`config.mk`:
```
export PLATFORM = sky130hd
export DESIGN_NAME = state_variable_filter_tpt_core_flat
export DESIGN_NICKNAME = d
export VERILOG_FILES = /design/src/rtl/svf_pkg.sv /design/src/rtl/svf_if.sv /design/src/rtl/state_variable_filter_tpt_core.sv /design/src/rtl/svf_digit_mul.sv /design/src/rtl/svf_digit_add.sv /design/src/rtl/svf_seq.sv /design/src/flat_wrapper.sv
export SDC_FILE = /design/constraint.sdc
export NUM_CORES = 1
export LEC_CHECK = 0
export BUFFER_PORTS_ARGS = -buffer_cell sky130_fd_sc_hd__buf_2
export CELL_PAD_IN_SITES_DETAIL_PLACEMENT = 1
export CELL_PAD_IN_SITES_GLOBAL_PLACEMENT = 2
export CORE_UTILIZATION = 40
export CTS_BUF_LIST = sky130_fd_sc_hd__clkbuf_8
export DETAILED_ROUTE_END_ITERATION = 16
export GPL_TIMING_DRIVEN = 0
export PLACE_DENSITY_LB_ADDON = 0.1
export SLEW_MARGIN = 20
export SYNTH_ARGS = -nofsm -noshare
export SYNTH_HDL_FRONTEND = slang
export SYNTH_SLANG_ARGS = --single-unit
```
`constraint.sdc`:
```
create_clock -name clk -period 4.8 [get_ports clk]
set_clock_uncertainty 0.2 [all_clocks]
set_input_delay 0.24 -clock clk [delete_from_list [all_inputs] [get_ports clk]]
set_output_delay 0.24 -clock clk [all_outputs]
set_load 0.03 [all_outputs]
```
`src/rtl/svf_pkg.sv`:
```
`timescale 1ns / 1ps
// shared constants, types and codes of the digit-serial state-variable filter
package svf_pkg;

  // default sizes of the channel set and the sample
  localparam int NUM_CHANNELS = 2;
  localparam int SAMPLE_BITS  = 24;

  // fixed formats
  localparam int COEF_BITS  = 24;
  localparam int MODE_BITS  = 2;
  localparam int STATE_BITS = 32;
  localparam int FRAC_BITS  = 22;

  // serial word: holds v1, v2, the new states and the high-pass sum
  localparam int DIGIT_BITS  = 2;
  localparam int WORD_BITS   = 40;
  localparam int PROD_BITS   = WORD_BITS + FRAC_BITS;
  localparam int PASS_DIGITS = PROD_BITS / DIGIT_BITS;
  localparam int SKIP_DIGITS = FRAC_BITS / DIGIT_BITS;
  localparam int WORD_DIGITS = WORD_BITS / DIGIT_BITS;
  localparam int STEP_BITS   = $clog2(PASS_DIGITS);

  // half an lsb of the rounded product, preloaded into the multiplier
  localparam logic [COEF_BITS:0] ROUND_INIT = (COEF_BITS + 1)'(2 ** (FRAC_BITS - 1));

  // configuration register indexes
  localparam int CFG_IDX_BITS = 3;
  localparam logic [CFG_IDX_BITS-1:0] REG_FILTER_MODE = 3'd0;
  localparam logic [CFG_IDX_BITS-1:0] REG_COEF_A1     = 3'd1;
  localparam logic [CFG_IDX_BITS-1:0] REG_COEF_A2     = 3'd2;
  localparam logic [CFG_IDX_BITS-1:0] REG_COEF_A3     = 3'd3;
  localparam logic [CFG_IDX_BITS-1:0] REG_DAMPING     = 3'd4;

  // register reset values
  localparam logic [COEF_BITS-1:0] COEF_A1_RESET = 24'd4194304;
  localparam logic [COEF_BITS-1:0] DAMPING_RESET = 24'd8388608;

  // response select codes
  localparam logic [MODE_BITS-1:0] MODE_LOW  = 2'd0;
  localparam logic [MODE_BITS-1:0] MODE_HIGH = 2'd1;
  localparam logic [MODE_BITS-1:0] MODE_BAND = 2'd2;

  typedef logic [DIGIT_BITS-1:0] digit_t;
  typedef logic [STEP_BITS-1:0]  step_t;

  typedef enum logic [1:0] {
    ST_IDLE,
    ST_PASS1,
    ST_PASS2,
    ST_DONE
  } seq_state_t;

  // sequencer controls for the datapath
  typedef struct packed {
    logic pass1;
    logic pass2;
    logic first;
    logic word;
    logic word_first;
    logic tail;
    logic finish;
  } seq_ctl_t;

endpackage

```
`src/rtl/svf_if.sv`:
```
`timescale 1ns / 1ps
// valid/ready channels for input samples and filtered results
interface svf_in_if #(
  parameter int SAMPLE_BITS = svf_pkg::SAMPLE_BITS
) ();
  logic                          valid;
  logic                          ready;
  logic                          chan;
  logic signed [SAMPLE_BITS-1:0] sample_in;

  modport source (output valid, output chan, output sample_in, input ready);
  modport sink (input valid, input chan, input sample_in, output ready);
endinterface

interface svf_out_if #(
  parameter int SAMPLE_BITS = svf_pkg::SAMPLE_BITS
) ();
  logic                          valid;
  logic                          ready;
  logic                          chan_out;
  logic signed [SAMPLE_BITS-1:0] sample_out;

  modport source (output valid, output chan_out, output sample_out, input ready);
  modport sink (input valid, input chan_out, input sample_out, output ready);
endinterface

```
`src/rtl/state_variable_filter_tpt_core.sv`:
```
`timescale 1ns / 1ps
// two-channel tpt state-variable filter, digit-serial datapath, top level
// a new item is accepted only in idle, once the last result is in the output register
// each item makes two passes of 31 two-bit digits through
//   the serial multipliers (the second pass reuses the a1 unit for damping*v1)
// the next item is taken while a finished result waits in the output register
// reset: synchronous, clears registers to their reset values and both integrators
module state_variable_filter_tpt_core #(
  parameter int NUM_CHANNELS = svf_pkg::NUM_CHANNELS,
  parameter int SAMPLE_BITS  = svf_pkg::SAMPLE_BITS
) (
  input  logic                                clk,
  input  logic                                rst,
  svf_in_if.sink                              sample_ch,
  svf_out_if.source                           result_ch,
  input  logic                                cfg_we,
  input  logic [svf_pkg::CFG_IDX_BITS-1:0]    cfg_idx,
  input  logic [svf_pkg::COEF_BITS-1:0]       cfg_data
);
  localparam int D       = svf_pkg::DIGIT_BITS;
  localparam int W       = svf_pkg::WORD_BITS;
  localparam int SB      = svf_pkg::STATE_BITS;
  localparam int IdxBits = (NUM_CHANNELS > 1) ? $clog2(NUM_CHANNELS) : 1;

  // configuration
  logic [svf_pkg::MODE_BITS-1:0] mode_r;
  logic [svf_pkg::COEF_BITS-1:0] a1_r;
  logic [svf_pkg::COEF_BITS-1:0] a2_r;
  logic [svf_pkg::COEF_BITS-1:0] a3_r;
  logic [svf_pkg::COEF_BITS-1:0] damp_r;

  // integrator state
  logic signed [SB-1:0] integ_one [NUM_CHANNELS];
  logic signed [SB-1:0] integ_two [NUM_CHANNELS];

  // per-item registers
  logic                   chan_r;
  logic                   ok_r;
  logic [IdxBits-1:0]     idx_r;
  logic [SAMPLE_BITS-1:0] xs;
  logic [SAMPLE_BITS-1:0] xb;
  logic [SB-1:0]          i1s;
  logic [SB-1:0]          i2s;
  logic [SB-1:0]          i1b;
  logic [SB-1:0]          i2b;
  logic [W-1:0]           v1r;
  logic [W-1:0]           v2r;
  logic [W-1:0]           n1r;
  logic [W-1:0]           n2r;
  logic [W-1:0]           yr;
  logic                   v1_hi;
  logic                   v2_hi;

  // output register
  logic                   out_valid;
  logic                   out_chan;
  logic [SAMPLE_BITS-1:0] out_sample;

  svf_pkg::seq_ctl_t ctl;
  logic              ready;
  logic              accept;
  logic              out_free;
  logic              in_ok;
  logic [IdxBits-1:0] rd_idx;
  logic              word1;
  logic              word2;

  // digit streams
  svf_pkg::digit_t x_d, i1_d, i2_d, i1b_d, i2b_d, xb_d, v2r_d;
  svf_pkg::digit_t v3_d, m0_in, q0_d, q1_d, q2_d, q3_d;
  svf_pkg::digit_t v1_d, v2a_d, v2_d, dbl1_d, dbl2_d, n1_d, n2_d, ya_d, y_d;
  logic            v1_prev, v2_prev;
  logic [svf_pkg::COEF_BITS-1:0] m0_coef;

  // result selection and saturation
  logic [W-1:0]             y_sel;
  logic [W-SAMPLE_BITS:0]   y_top;
  logic [SAMPLE_BITS-1:0]   y_sat;
  logic [W-SB:0]            n1_top;
  logic [W-SB:0]            n2_top;
  logic [SB-1:0]            n1_sat;
  logic [SB-1:0]            n2_sat;

  assign accept    = sample_ch.valid && sample_ch.ready;
  assign out_free  = !out_valid || result_ch.ready;
  assign in_ok     = (int'(sample_ch.chan) < NUM_CHANNELS);
  assign rd_idx    = in_ok ? IdxBits'(sample_ch.chan) : '0;
  assign word1     = ctl.pass1 && ctl.word;
  assign word2     = ctl.pass2 && ctl.word;

  assign sample_ch.ready    = ready;
  assign result_ch.valid    = out_valid;
  assign result_ch.chan_out = out_chan;
  assign result_ch.sample_out = out_sample;

  svf_seq u_seq (
    .clk      (clk),
    .rst      (rst),
    .start    (accept),
    .out_free (out_free),
    .ready    (ready),
    .ctl      (ctl)
  );

  // configuration writes
  always_ff @(posedge clk) begin
    if (rst) begin
      mode_r <= svf_pkg::MODE_LOW;
      a1_r   <= svf_pkg::COEF_A1_RESET;
      a2_r   <= '0;
      a3_r   <= '0;
      damp_r <= svf_pkg::DAMPING_RESET;
    end else if (cfg_we) begin
      case (cfg_idx)
        svf_pkg::REG_FILTER_MODE: mode_r <= cfg_data[svf_pkg::MODE_BITS-1:0];
        svf_pkg::REG_COEF_A1:     a1_r   <= cfg_data;
        svf_pkg::REG_COEF_A2:     a2_r   <= cfg_data;
        svf_pkg::REG_COEF_A3:     a3_r   <= cfg_data;
        svf_pkg::REG_DAMPING:     damp_r <= cfg_data;
        default: ;
      endcase
    end
  end

  // digit taps of the shift registers
  assign x_d   = xs[D-1:0];
  assign xb_d  = xb[D-1:0];
  assign i1_d  = i1s[D-1:0];
  assign i2_d  = i2s[D-1:0];
  assign i1b_d = i1b[D-1:0];
  assign i2b_d = i2b[D-1:0];
  assign v2r_d = v2r[D-1:0];

  // v3 = x - ic2
  svf_digit_add u_v3 (
    .clk (clk), .en (ctl.pass1), .init (ctl.first), .sub (1'b1),
    .a (x_d), .b (i2_d), .sum (v3_d)
  );

  // shared unit: a1*ic1 in the first pass, damping*v1 in the second
  assign m0_coef = ctl.pass2 ? damp_r : a1_r;
  always_comb begin
    if (!ctl.pass2) begin
      m0_in = i1_d;
    end else if (ctl.tail) begin
      m0_in = {D{v1r[W-1]}};
    end else begin
      m0_in = v1r[D-1:0];
    end
  end

  svf_digit_mul u_mul_a1 (
    .clk (clk), .en (ctl.pass1 || ctl.pass2), .init (ctl.first),
    .coef (m0_coef), .din (m0_in), .dout (q0_d)
  );
  svf_digit_mul u_mul_a2v3 (
    .clk (clk), .en (ctl.pass1), .init (ctl.first),
    .coef (a2_r), .din (v3_d), .dout (q1_d)
  );
  svf_digit_mul u_mul_a2i1 (
    .clk (clk), .en (ctl.pass1), .init (ctl.first),
    .coef (a2_r), .din (i1_d), .dout (q2_d)
  );
  svf_digit_mul u_mul_a3v3 (
    .clk (clk), .en (ctl.pass1), .init (ctl.first),
    .coef (a3_r), .din (v3_d), .dout (q3_d)
  );

  // v1 = a1*ic1 + a2*v3
  svf_digit_add u_v1 (
    .clk (clk), .en (word1), .init (ctl.word_first), .sub (1'b0),
    .a (q0_d), .b (q1_d), .sum (v1_d)
  );

  // v2 = ic2 + a2*ic1 + a3*v3
  svf_digit_add u_v2a (
    .clk (clk), .en (word1), .init (ctl.word_first), .sub (1'b0),
    .a (i2b_d), .b (q2_d), .sum (v2a_d)
  );
  svf_digit_add u_v2 (
    .clk (clk), .en (word1), .init (ctl.word_first), .sub (1'b0),
    .a (v2a_d), .b (q3_d), .sum (v2_d)
  );

  // doubling is a one-bit delay of the stream
  assign v1_prev = ctl.word_first ? 1'b0 : v1_hi;
  assign v2_prev = ctl.word_first ? 1'b0 : v2_hi;
  assign dbl1_d  = D'({v1_d, v1_prev});
  assign dbl2_d  = D'({v2_d, v2_prev});

  // new integrators: 2*v - ic
  svf_digit_add u_n1 (
    .clk (clk), .en (word1), .init (ctl.word_first), .sub (1'b1),
    .a (dbl1_d), .b (i1b_d), .sum (n1_d)
  );
  svf_digit_add u_n2 (
    .clk (clk), .en (word1), .init (ctl.word_first), .sub (1'b1),
    .a (dbl2_d), .b (i2b_d), .sum (n2_d)
  );

  // high-pass: x - k*v1 - v2
  svf_digit_add u_ya (
    .clk (clk), .en (word2), .init (ctl.word_first), .sub (1'b1),
    .a (xb_d), .b (q0_d), .sum (ya_d)
  );
  svf_digit_add u_y (
    .clk (clk), .en (word2), .init (ctl.word_first), .sub (1'b1),
    .a (ya_d), .b (v2r_d), .sum (y_d)
  );

  // operand shift registers, loaded on accept
  always_ff @(posedge clk) begin
    if (accept) begin
      chan_r <= sample_ch.chan;
      ok_r   <= in_ok;
      idx_r  <= rd_idx;
      xs     <= sample_ch.sample_in;
      xb     <= sample_ch.sample_in;
      i1s    <= integ_one[rd_idx];
      i1b    <= integ_one[rd_idx];
      i2s    <= integ_two[rd_idx];
      i2b    <= integ_two[rd_idx];
    end else begin
      if (ctl.pass1) begin
        xs  <= {{D{xs[SAMPLE_BITS-1]}}, xs[SAMPLE_BITS-1:D]};
        i1s <= {{D{i1s[SB-1]}}, i1s[SB-1:D]};
        i2s <= {{D{i2s[SB-1]}}, i2s[SB-1:D]};
      end
      if (word1) begin
        i1b <= {{D{i1b[SB-1]}}, i1b[SB-1:D]};
        i2b <= {{D{i2b[SB-1]}}, i2b[SB-1:D]};
      end
      if (word2) begin
        xb <= {{D{xb[SAMPLE_BITS-1]}}, xb[SAMPLE_BITS-1:D]};
      end
    end
  end

  // result words collected lsb first; v1 and v2 rotate back in place
  always_ff @(posedge clk) begin
    if (word1) begin
      v1r   <= {v1_d, v1r[W-1:D]};
      v2r   <= {v2_d, v2r[W-1:D]};
      n1r   <= {n1_d, n1r[W-1:D]};
      n2r   <= {n2_d, n2r[W-1:D]};
      v1_hi <= v1_d[D-1];
      v2_hi <= v2_d[D-1];
    end
    if (ctl.pass2 && !ctl.tail) begin
      v1r <= {v1r[D-1:0], v1r[W-1:D]};
    end
    if (word2) begin
      v2r <= {v2r[D-1:0], v2r[W-1:D]};
      yr  <= {y_d, yr[W-1:D]};
    end
  end

  // response select and saturation
  always_comb begin
    case (mode_r)
      svf_pkg::MODE_HIGH: y_sel = yr;
      svf_pkg::MODE_BAND: y_sel = v1r;
      default:            y_sel = v2r;
    endcase
  end

  assign y_top = y_sel[W-1:SAMPLE_BITS-1];
  assign y_sat = ((y_top == '0) || (y_top == '1)) ? y_sel[SAMPLE_BITS-1:0] :
                 (y_sel[W-1] ? {1'b1, {(SAMPLE_BITS - 1){1'b0}}} :
                               {1'b0, {(SAMPLE_BITS - 1){1'b1}}});

  assign n1_top = n1r[W-1:SB-1];
  assign n1_sat = ((n1_top == '0) || (n1_top == '1)) ? n1r[SB-1:0] :
                  (n1r[W-1] ? {1'b1, {(SB - 1){1'b0}}} : {1'b0, {(SB - 1){1'b1}}});
  assign n2_top = n2r[W-1:SB-1];
  assign n2_sat = ((n2_top == '0) || (n2_top == '1)) ? n2r[SB-1:0] :
                  (n2r[W-1] ? {1'b1, {(SB - 1){1'b0}}} : {1'b0, {(SB - 1){1'b1}}});

  // integrator write-back
  always_ff @(posedge clk) begin
    if (rst) begin
      for (int i = 0; i < NUM_CHANNELS; i++) begin
        integ_one[i] <= '0;
        integ_two[i] <= '0;
      end
    end else if (ctl.finish && ok_r) begin
      integ_one[idx_r] <= n1_sat;
      integ_two[idx_r] <= n2_sat;
    end
  end

  // output register
  always_ff @(posedge clk) begin
    if (rst) begin
      out_valid <= 1'b0;
    end else if (ctl.finish) begin
      out_valid <= 1'b1;
    end else if (result_ch.ready) begin
      out_valid <= 1'b0;
    end
  end

  always_ff @(posedge clk) begin
    if (ctl.finish) begin
      out_chan   <= chan_r;
      out_sample <= ok_r ? y_sat : '0;
    end
  end

  // checks
  a_one_item: assert property (@(posedge clk) disable iff (rst)
    accept |=> !sample_ch.ready)
    else $error("new item taken while one is in flight");

  a_pass_start: assert property (@(posedge clk) disable iff (rst)
    accept |=> (ctl.pass1 && ctl.first))
    else $error("first pass did not start at digit zero");

  a_slot_free: assert property (@(posedge clk) disable iff (rst)
    ctl.finish |-> (!out_valid || result_ch.ready))
    else $error("result overwrote an item not yet taken");

  a_bad_chan: assert property (@(posedge clk) disable iff (rst)
    (out_valid && (int'(out_chan) >= NUM_CHANNELS)) |-> (out_sample == '0))
    else $error("unknown channel gave a nonzero sample");

endmodule

```
`src/rtl/svf_digit_mul.sv`:
```
`timescale 1ns / 1ps
// serial-parallel multiplier: parallel coef, one value digit per cycle while enabled
module svf_digit_mul (
  input  logic                           clk,
  input  logic                           en,
  input  logic                           init,
  input  logic [svf_pkg::COEF_BITS-1:0]  coef,
  input  svf_pkg::digit_t                din,
  output svf_pkg::digit_t                dout
);
  localparam int AccBits = svf_pkg::COEF_BITS + 1;
  localparam int SumBits = AccBits + svf_pkg::DIGIT_BITS;

  logic [AccBits-1:0] acc;
  logic [AccBits-1:0] acc_cur;
  logic [SumBits-1:0] sum;

  // start from the rounding half lsb, then add coef times this digit
  assign acc_cur = init ? svf_pkg::ROUND_INIT : acc;
  assign sum     = SumBits'(acc_cur) + SumBits'(din) * SumBits'(coef);
  assign dout    = sum[svf_pkg::DIGIT_BITS-1:0];

  // carry the upper part into the next digit position
  always_ff @(posedge clk) begin
    if (en) begin
      acc <= sum[SumBits-1:svf_pkg::DIGIT_BITS];
    end
  end

endmodule

```
`src/rtl/svf_digit_add.sv`:
```
`timescale 1ns / 1ps
// digit-serial adder or subtractor with a stored carry
module svf_digit_add (
  input  logic            clk,
  input  logic            en,
  input  logic            init,
  input  logic            sub,
  input  svf_pkg::digit_t a,
  input  svf_pkg::digit_t b,
  output svf_pkg::digit_t sum
);
  localparam int D = svf_pkg::DIGIT_BITS;

  logic         carry;
  logic         cin;
  logic [D-1:0] b_eff;
  logic [D:0]   t;

  // subtract as a plus inverted b plus one
  assign cin   = init ? sub : carry;
  assign b_eff = sub ? ~b : b;
  assign t     = {1'b0, a} + {1'b0, b_eff} + (D + 1)'(cin);
  assign sum   = t[D-1:0];

  always_ff @(posedge clk) begin
    if (en) begin
      carry <= t[D];
    end
  end

endmodule

```
`src/rtl/svf_seq.sv`:
```
`timescale 1ns / 1ps
// sequencer: two multiply passes over the digit stream, then result handoff
module svf_seq (
  input  logic              clk,
  input  logic              rst,
  input  logic              start,
  input  logic              out_free,
  output logic              ready,
  output svf_pkg::seq_ctl_t ctl
);
  localparam svf_pkg::step_t StepLast  = svf_pkg::step_t'(svf_pkg::PASS_DIGITS - 1);
  localparam svf_pkg::step_t StepSkip  = svf_pkg::step_t'(svf_pkg::SKIP_DIGITS);
  localparam svf_pkg::step_t StepWords = svf_pkg::step_t'(svf_pkg::WORD_DIGITS);

  svf_pkg::seq_state_t state;
  svf_pkg::seq_state_t state_next;
  svf_pkg::step_t      step;
  svf_pkg::step_t      step_next;
  logic                in_pass;

  assign in_pass = (state == svf_pkg::ST_PASS1) || (state == svf_pkg::ST_PASS2);

  // next state
  always_comb begin
    state_next = state;
    case (state)
      svf_pkg::ST_IDLE: begin
        if (start) state_next = svf_pkg::ST_PASS1;
      end
      svf_pkg::ST_PASS1: begin
        if (step == StepLast) state_next = svf_pkg::ST_PASS2;
      end
      svf_pkg::ST_PASS2: begin
        if (step == StepLast) state_next = svf_pkg::ST_DONE;
      end
      svf_pkg::ST_DONE: begin
        if (out_free) state_next = svf_pkg::ST_IDLE;
      end
      default: state_next = svf_pkg::ST_IDLE;
    endcase
  end

  // digit step counter within a pass
  always_comb begin
    if (in_pass && (step != StepLast)) begin
      step_next = step + 1'b1;
    end else begin
      step_next = '0;
    end
  end

  always_ff @(posedge clk) begin
    if (rst) begin
      state <= svf_pkg::ST_IDLE;
      step  <= '0;
    end else begin
      state <= state_next;
      step  <= step_next;
    end
  end

  // outputs
  always_comb begin
    ready          = (state == svf_pkg::ST_IDLE);
    ctl.pass1      = (state == svf_pkg::ST_PASS1);
    ctl.pass2      = (state == svf_pkg::ST_PASS2);
    ctl.first      = (step == '0);
    ctl.word       = (step >= StepSkip);
    ctl.word_first = (step == StepSkip);
    ctl.tail       = (step >= StepWords);
    ctl.finish     = (state == svf_pkg::ST_DONE) && out_free;
  end

endmodule

```
`src/flat_wrapper.sv`:
```
// flat-port wrapper written by rule: the top's interface ports become plain ports
module state_variable_filter_tpt_core_flat 
#(
  parameter int NUM_CHANNELS = svf_pkg::NUM_CHANNELS,
  parameter int SAMPLE_BITS  = svf_pkg::SAMPLE_BITS
)
  (clk, rst, cfg_we, cfg_idx, cfg_data, sample_ch_valid, sample_ch_chan, sample_ch_sample_in, sample_ch_ready, result_ch_valid, result_ch_chan_out, result_ch_sample_out, result_ch_ready);
  svf_in_if #(.SAMPLE_BITS(SAMPLE_BITS)) sample_ch_i ();
  svf_out_if #(.SAMPLE_BITS(SAMPLE_BITS)) result_ch_i ();
  input  logic clk;
  input  logic rst;
  input  logic cfg_we;
  input  logic [svf_pkg::CFG_IDX_BITS-1:0] cfg_idx;
  input  logic [svf_pkg::COEF_BITS-1:0] cfg_data;
  input wire logic [$bits(sample_ch_i.valid)-1:0] sample_ch_valid;
  input wire logic [$bits(sample_ch_i.chan)-1:0] sample_ch_chan;
  input wire logic [$bits(sample_ch_i.sample_in)-1:0] sample_ch_sample_in;
  output wire logic [$bits(sample_ch_i.ready)-1:0] sample_ch_ready;
  output wire logic [$bits(result_ch_i.valid)-1:0] result_ch_valid;
  output wire logic [$bits(result_ch_i.chan_out)-1:0] result_ch_chan_out;
  output wire logic [$bits(result_ch_i.sample_out)-1:0] result_ch_sample_out;
  input wire logic [$bits(result_ch_i.ready)-1:0] result_ch_ready;
  assign sample_ch_i.valid = sample_ch_valid;
  assign sample_ch_i.chan = sample_ch_chan;
  assign sample_ch_i.sample_in = sample_ch_sample_in;
  assign sample_ch_ready = sample_ch_i.ready;
  assign result_ch_valid = result_ch_i.valid;
  assign result_ch_chan_out = result_ch_i.chan_out;
  assign result_ch_sample_out = result_ch_i.sample_out;
  assign result_ch_i.ready = result_ch_ready;
  state_variable_filter_tpt_core #(.NUM_CHANNELS(NUM_CHANNELS), .SAMPLE_BITS(SAMPLE_BITS)) u_core (.clk(clk), .rst(rst), .sample_ch(sample_ch_i), .result_ch(result_ch_i), .cfg_we(cfg_we), .cfg_idx(cfg_idx), .cfg_data(cfg_data));
endmodule
```
## Word level (Yosys, flattened, before mapping)

Memory sizes are Yosys's and may differ from the RTL's.
Cells that the tools add are included.

- Word-level logic and storage cells: 188
- Output and inout port bits: 27
- Register bits: 618
- Bits in writable memories: 128
- Memories: 2
- Bits of input ports: 57

Memory list:

| name | words | bits a word | rd ports | clocked after Yosys merged registers in | wr ports | RTL line | text |
|---|---|---|---|---|---|---|---|
| u_core.integ_one | 2 | 32 | 1 | 0 | 2 | state_variable_filter_tpt_core.sv:33 | `logic signed [SB-1:0] integ_one [NUM_CHANNELS];` |
| u_core.integ_two | 2 | 32 | 1 | 0 | 2 | state_variable_filter_tpt_core.sv:34 | `logic signed [SB-1:0] integ_two [NUM_CHANNELS];` |

- Eq/ne operators: 19
- $lt $le $gt $ge: 2
- Reduce and logical (&&, ||, !) cells: 34
- Bitwise operators: 6
- Multiply operators: 4
- Multiplexer cells: 58
- Add/subtract/negate cells: 21

Operators by type and width:

| kind | number |
|---|---|
| 32-bit two-way mux | 10 |
| 40-bit two-way mux | 4 |
| 31-bit two-way mux | 4 |
| 24-bit two-way mux | 5 |
| 25-bit by 26-bit adder with 27-bit output | 4 |
| 2-bit by 24-bit multiplier with 26-bit output | 4 |
| 25-bit two-way mux | 4 |
| 40-bit one-hot mux with 2 select lines | 1 |
| 32-bit OR reduction | 2 |
| 23-bit two-way mux | 2 |
| 2-bit by 2-bit adder with 3-bit output | 8 |
| 3-bit by 1-bit adder with 3-bit output | 8 |
| 1-bit two-way mux | 21 |
| 9-bit == test, second input constant | 2 |
| 9-bit logical NOT | 2 |
| 17-bit == test, second input constant | 1 |
| 17-bit logical NOT | 1 |
| 2-bit two-way mux | 6 |
| 2-bit nonzero test | 6 |
| 2-bit NOT | 5 |
| 2-bit AND reduction | 5 |
| 2-bit one-hot mux with 4 select lines | 1 |
| 2-bit == test, second input constant | 3 |
| 3-bit by 2-bit == test with 1-bit output, second input constant | 2 |
| other kinds (20) | 33 |

## Depth between registers and ports, before layout

- Depth after elaboration: 10
- Depth in mapped cells: 22
- Depth with buffers taken out: 19

## By module

From an unflattened synthesis, not the netlist that was laid out.

- Cells, all modules: 3538
- Area total of the unflattened synthesis: 38737.2 um^2

Modules (own cells, without submodules):

| module | cells an instance | instances | area each (um^2) | seq. area each (um^2) |
|---|---|---|---|---|
| state_variable_filter_tpt_core | 1878 | 1 | 24551.0 | 17867.1 |
| svf_digit_mul | 380 | 4 | 3181.8 | 750.7 |
| svf_digit_add | 11 | 8 | 123.9 | 30.0 |
| svf_seq | 52 | 1 | 467.9 | 140.1 |

## Least setup slack after synthesis

OpenSTA, ideal clock, no wires.

- Path kind: register to register
- From: register u_core.u_seq.step[2]
- To: register u_core.u_mul_a2v3.acc[24] (data pin)
- Period minus slack after synthesis: 5209 ps
- Library setup time: 264 ps
- Stages on the path, launching flop included: 22
- Data arrival time: 4745 ps
- Path slack: -409 ps
- Path buffers: 4
- Required time: 4336 ps
- Cell sequence: dfxtp_1 clkbuf_1 nor2_1 nand3b_1 clkbuf_1 nand2b_1 fa_1 inv_1 fa_1 clkbuf_1 clkbuf_1 nand2b_1 fa_1 inv_1 ha_1 and3_1 a221oi_1 nor3_1 o31ai_2 o221ai_1 a221oi_2 a21oi_1

- Cells in the longest elaborated chain, start to end: 5
- Elaborated cells on any way between the ends: 6
- Classes of those cells: add/sub: 2; mul: 1; mux: 2; reduce/logical: 1

Ends and longest elaborated chain:

| what | RTL line | text |
|---|---|---|
| from (decl) | svf_seq.sv:17 | `svf_pkg::step_t step;` |
| from (signal assigned) | svf_seq.sv:58 | `step <= step_next;` |
| 5-bit logical NOT * | svf_seq.sv:67 | `ctl.first = (step == '0);` |
| 1-bit two-way mux | svf_digit_add.sv:20 | `assign cin = init ? sub : carry;` |
| 3-bit by 1-bit adder with 3-bit output | svf_digit_add.sv:22 | `assign t = {1'b0, a} + {1'b0, b_eff} + (D + 1)'(cin);` |
| 2-bit by 24-bit multiplier with 26-bit output | svf_digit_mul.sv:20 | `assign sum = SumBits'(acc_cur) + SumBits'(din) * SumBits'(coef);` |
| 25-bit by 26-bit adder with 27-bit output * | svf_digit_mul.sv:20 |  |
| named net u_core.u_mul_a2v3.sum[26] | svf_digit_mul.sv:16 | `logic [SumBits-1:0] sum;` |
| to (signal assigned) | svf_digit_mul.sv:26 | `acc <= sum[SumBits-1:svf_pkg::DIGIT_BITS];` |
| to (decl) | svf_digit_mul.sv:14 | `logic [AccBits-1:0] acc;` |

The timed path passes the listed nets; every way through them passes the cells marked *.
A chain may end at the register's enable or synchronous reset.

## Worst setup path in the final report

- From: register u_core.u_seq.step[0]
- To: register u_core.u_mul_a2v3.acc[24] (data pin)

The elaborated chain is that of the path after synthesis.

==> metrics.csv <==
stage;metric;value;unit
global_route;GRT Residual Overflow;0;
routing;Post-Route WL;104;mm
yosys;syn_nets;3621;
setup_path;r2r endpoint;u_core.u_mul_a2v3.acc[24];
yosys;Synth Flop Type;edfxtp_1;
setup_path;depth of the most critical reg-to-reg path;21;
yosys;count leader, synth;nand2_1;
setup_path;CP required;5150;ps
timing;Slew Limit Fails;0;
routing;drt drc;0;
floorplan;Core ar.;91800;sq um
min_path;worst hold path class;in -> reg;
timing;period utilization;107;%
yosys;Post-synth top cells;nand2_1 (640), edfxtp_1 (637), a21oi_1 (276), inv_1 (249), nor2_1 (243);
routing;DRT iter0 DRCs;1306;
setup_path;endpoint class of the critical path;register;
timing;FMAX;194;MHz
final_layout;synth-to-layout area growth;19.1;%
timing;Sum Neg Setup Slack;-4400;ps
floorplan;Die Height;307;um
timing;Period minus WS final;5160;ps
pwr;Max VDD drop;0.346;mV
yosys;Cells after Synth;3339;
yosys;Synth cell types;74;
yosys;Post-Syn Area per Cell;11.1;sq um
setup_path;CP arrival;5510;ps
global_route;vias in the first global route;28700;
timing;final worst setup slack;-355;ps
setup_path;crit path launch;u_core.u_seq.step[0];
routing;DRT Pass-1 Iters;5;
final_layout;fin area;44200;sq um
placed_design;Placed Area;39600;sq um
timing;Final Hold Viols;0;
yosys;Synth area leaders;edfxtp_1 (52%), nand2_1 (6.5%), fa_1 (6.0%);
setup_path;reg-to-reg slack, setup;-360;ps
setup_path;worst setup path category;reg -> reg;
timing;Final setup viols;22;
routing;per-cell routed wire length;20.7;um
floorplan;Core Rows;111;
placed_design;Port Buffers;82;
pwr;Cell Pwr Density;501;nW/um^2
clock_network;TritonCTS clock tree;built;
yosys;Yosys warnings;0;
setup_path;startpoint types;register;
routing;via/cell ratio;5.18;
clock_network;CTS Root Cell;clkbuf_8;
placed_design;Placement Setup Slack;-1330;ps
final_layout;share of post-route cells with drive strength above 1;14.3;%
floorplan;Initial Util;40.4;%
pwr;Leak Pwr;17.4;nW
floorplan;Die Wd;307;um
clock_network;htree depth;4;
outcome;status;finished with violations;
placed_design;RD Place Congestion;0.825;
global_route;initial antenna violation count;3;
placed_design;DP Wirelength;72.2;mm
yosys;Synth area leader;edfxtp_1;
yosys;top cell type's share of synthesized area;51.6;%
setup_path;r2r startpoint;u_core.u_seq.step[0];
yosys;cell area after synthesis;37100;sq um
timing;Worst slew margin;27.3;%
floorplan;area of the die;94000;sq um
timing;worst slew pin tran;1090;ps
timing;RSZ-0062 raised after global routing;true;
routing;antenna-violating nets left;0;
global_route;largest net degree at the start of global routing;49;
global_route;first-pass GRT wire length;162;mm
yosys;register bit total from synthesis;743;
clock_network;Max Buffers Root-to-Sink;3;
outcome;failing checks;negative setup slack;
yosys;Seq/Total Area, Yosys;57.3;%
clock_network;Sink Count;743;
floorplan;# IOs;84;
yosys;post-synthesis async set-or-reset flop share;0;%
global_route;total track usage;22.4;%
setup_path;Worst Path Max Fanout;5;
final_layout;nets;3976;
clock_network;Skew-Pair Late Insertion Delay;820;ps
clock_network;clock slew at the register clock pins of the worst setup and hold paths;60;ps
yosys;EDFF count, synth;637;
run;max-cap violations;0;
clock_network;total CTS buffers;135;
setup_path;Setup crit end;u_core.u_mul_a2v3.acc[24];
routing;vias;26100;
-- metal layers --
layer  global-route usage, %  vias to the layer above  share of wire (%)
met5                       0                        -              0.012
met4                    8.70                        2                3.1
met3                    3.37                      173                3.0
met2                    39.3                      389                 51
met1                    27.7                    13200                 43
li1                        -                    12300                  -
-- state kept, by name, indices dropped and copies added (netlist names), 25 cells and up --
register and cells:
u_core.u_mul_a1.acc 25, u_core.i2b 32, u_core.i1b 32, u_core.u_mul_a2v3.acc 25
u_core.n2r 40, u_core.u_mul_a3v3.acc 25, u_core.v1r 40, u_core.i1s 31
u_core.n1r 40, u_core.i2s 31, u_core.v2r 40, u_core.u_mul_a2i1.acc 25
u_core.integ_two 64, u_core.yr 40, u_core.integ_one 64
-- cell families after synthesis --
group	count (synthesis)	synth area share, %
AO/OA/AOI/OAI	673	11.5
adder cells (fa/ha/maj)	225	9.86
buffers and inverters	409	4.17
multiplexers	93	2.60
flip-flops	743	57.3
XOR/XNOR	75	1.77
AND/OR/NAND/NOR	1121	12.9
-- final cells by class --
cell class                 instances  area, sq um
sequential                       743        21300
fill                            9882        47600
tap                             1243         1560
buffer                           156          758
multi-input combinational       2187        15300
inverter                         250          945
clock inverter                    91          564
antenna                            2         5.00
clock buffer                     144         1980
timing repair buffer             221         1850
-- worst max-delay path, cell delays in order (launching register included) --
cell	delay, ps
dfxtp_2	340
inv_2	40
ha_2	160
nand3b_1	140
clkbuf_16	180
nand2b_4	50
fa_2	330
inv_2	60
fa_2	480
clkbuf_16	200
clkbuf_16	160
nand2b_4	140
fa_1	510
inv_2	50
ha_4	220
and3_4	200
a221oi_4	330
nor3_4	90
o31ai_4	330
o221ai_2	190
a221oi_2	340
a21oi_1	140
-- cell usage in the layout (no fill, tap or decap), types with 14 or more instances in the layout --
cell type,synthesis,routed
a21o_1,37,36
a21oi_1,276,258
a22oi_1,43,43
and2_1,31,30
and3_1,17,16
buf_1,19,18
buf_2,7,90
buf_4,0,49
clkbuf_1,132,104
clkbuf_8,0,149
clkinv_1,1,22
dfxtp_1,106,103
dlygate4sd3_1,0,70
edfxtp_1,637,637
fa_1,112,108
ha_1,113,87
ha_4,0,18
inv_1,249,275
inv_2,0,14
mux2_2,26,26
mux2i_1,66,66
nand2_1,640,635
nand2b_1,72,56
nand2b_4,0,16
nand3_1,30,27
nor2_1,243,238
nor3_1,21,19
o21a_1,133,132
o21ai_0,69,61
o21ai_1,17,19
xnor2_1,51,50
xor2_1,24,22
-- where the power goes --
group          total [mW]  switching, mW  internal (mW)
sequential           9.33          0.474           8.86
combinational        6.98           4.27           2.71
clock                5.85           2.79           3.05
-- what timing repair did --
item                                    in CTS  in global routing
hold buffers                                70                  0
resized for setup                          145                 56
hold endpoints to repair                   149                  0
pin swaps                                   46                 38
cloned                                       3                  1
endpoints found under the setup margin      78                 50
buffers inserted                            38                 17
-- how the worst min path moves through the flow --
stage / start / cells after the start / slack (ps) / end
floorplan: sample_ch_chan / 0 / 140 / u_core.chan_r
global placement: u_core.u_seq.step[0] / 1 / 230 / u_core.u_seq.step[0]
detailed placement: u_core.n1r[29] / 0 / 230 / u_core.n1r[27]
CTS: sample_ch_sample_in[12] / 4 / 0.2 / u_core.xb[12]
global route: rst / 3 / 40 / u_core.a1_r[16]
finish: rst / 3 / 40 / u_core.a1_r[19]
-- metrics by stage --
stage,power (mW),std cells,util [%],hold WS (ps)
CTS,22.3,5020,47.8,0.213
finish,22.2,5037,48.1,44.4
floorplan,13.2,3339,-,139
global route,23.4,5037,48.1,38.6
detailed placement,15.5,4676,43.1,234
global placement,15.2,4664,42.8,227
Note: power is estimated with default switching activity, not from simulation.
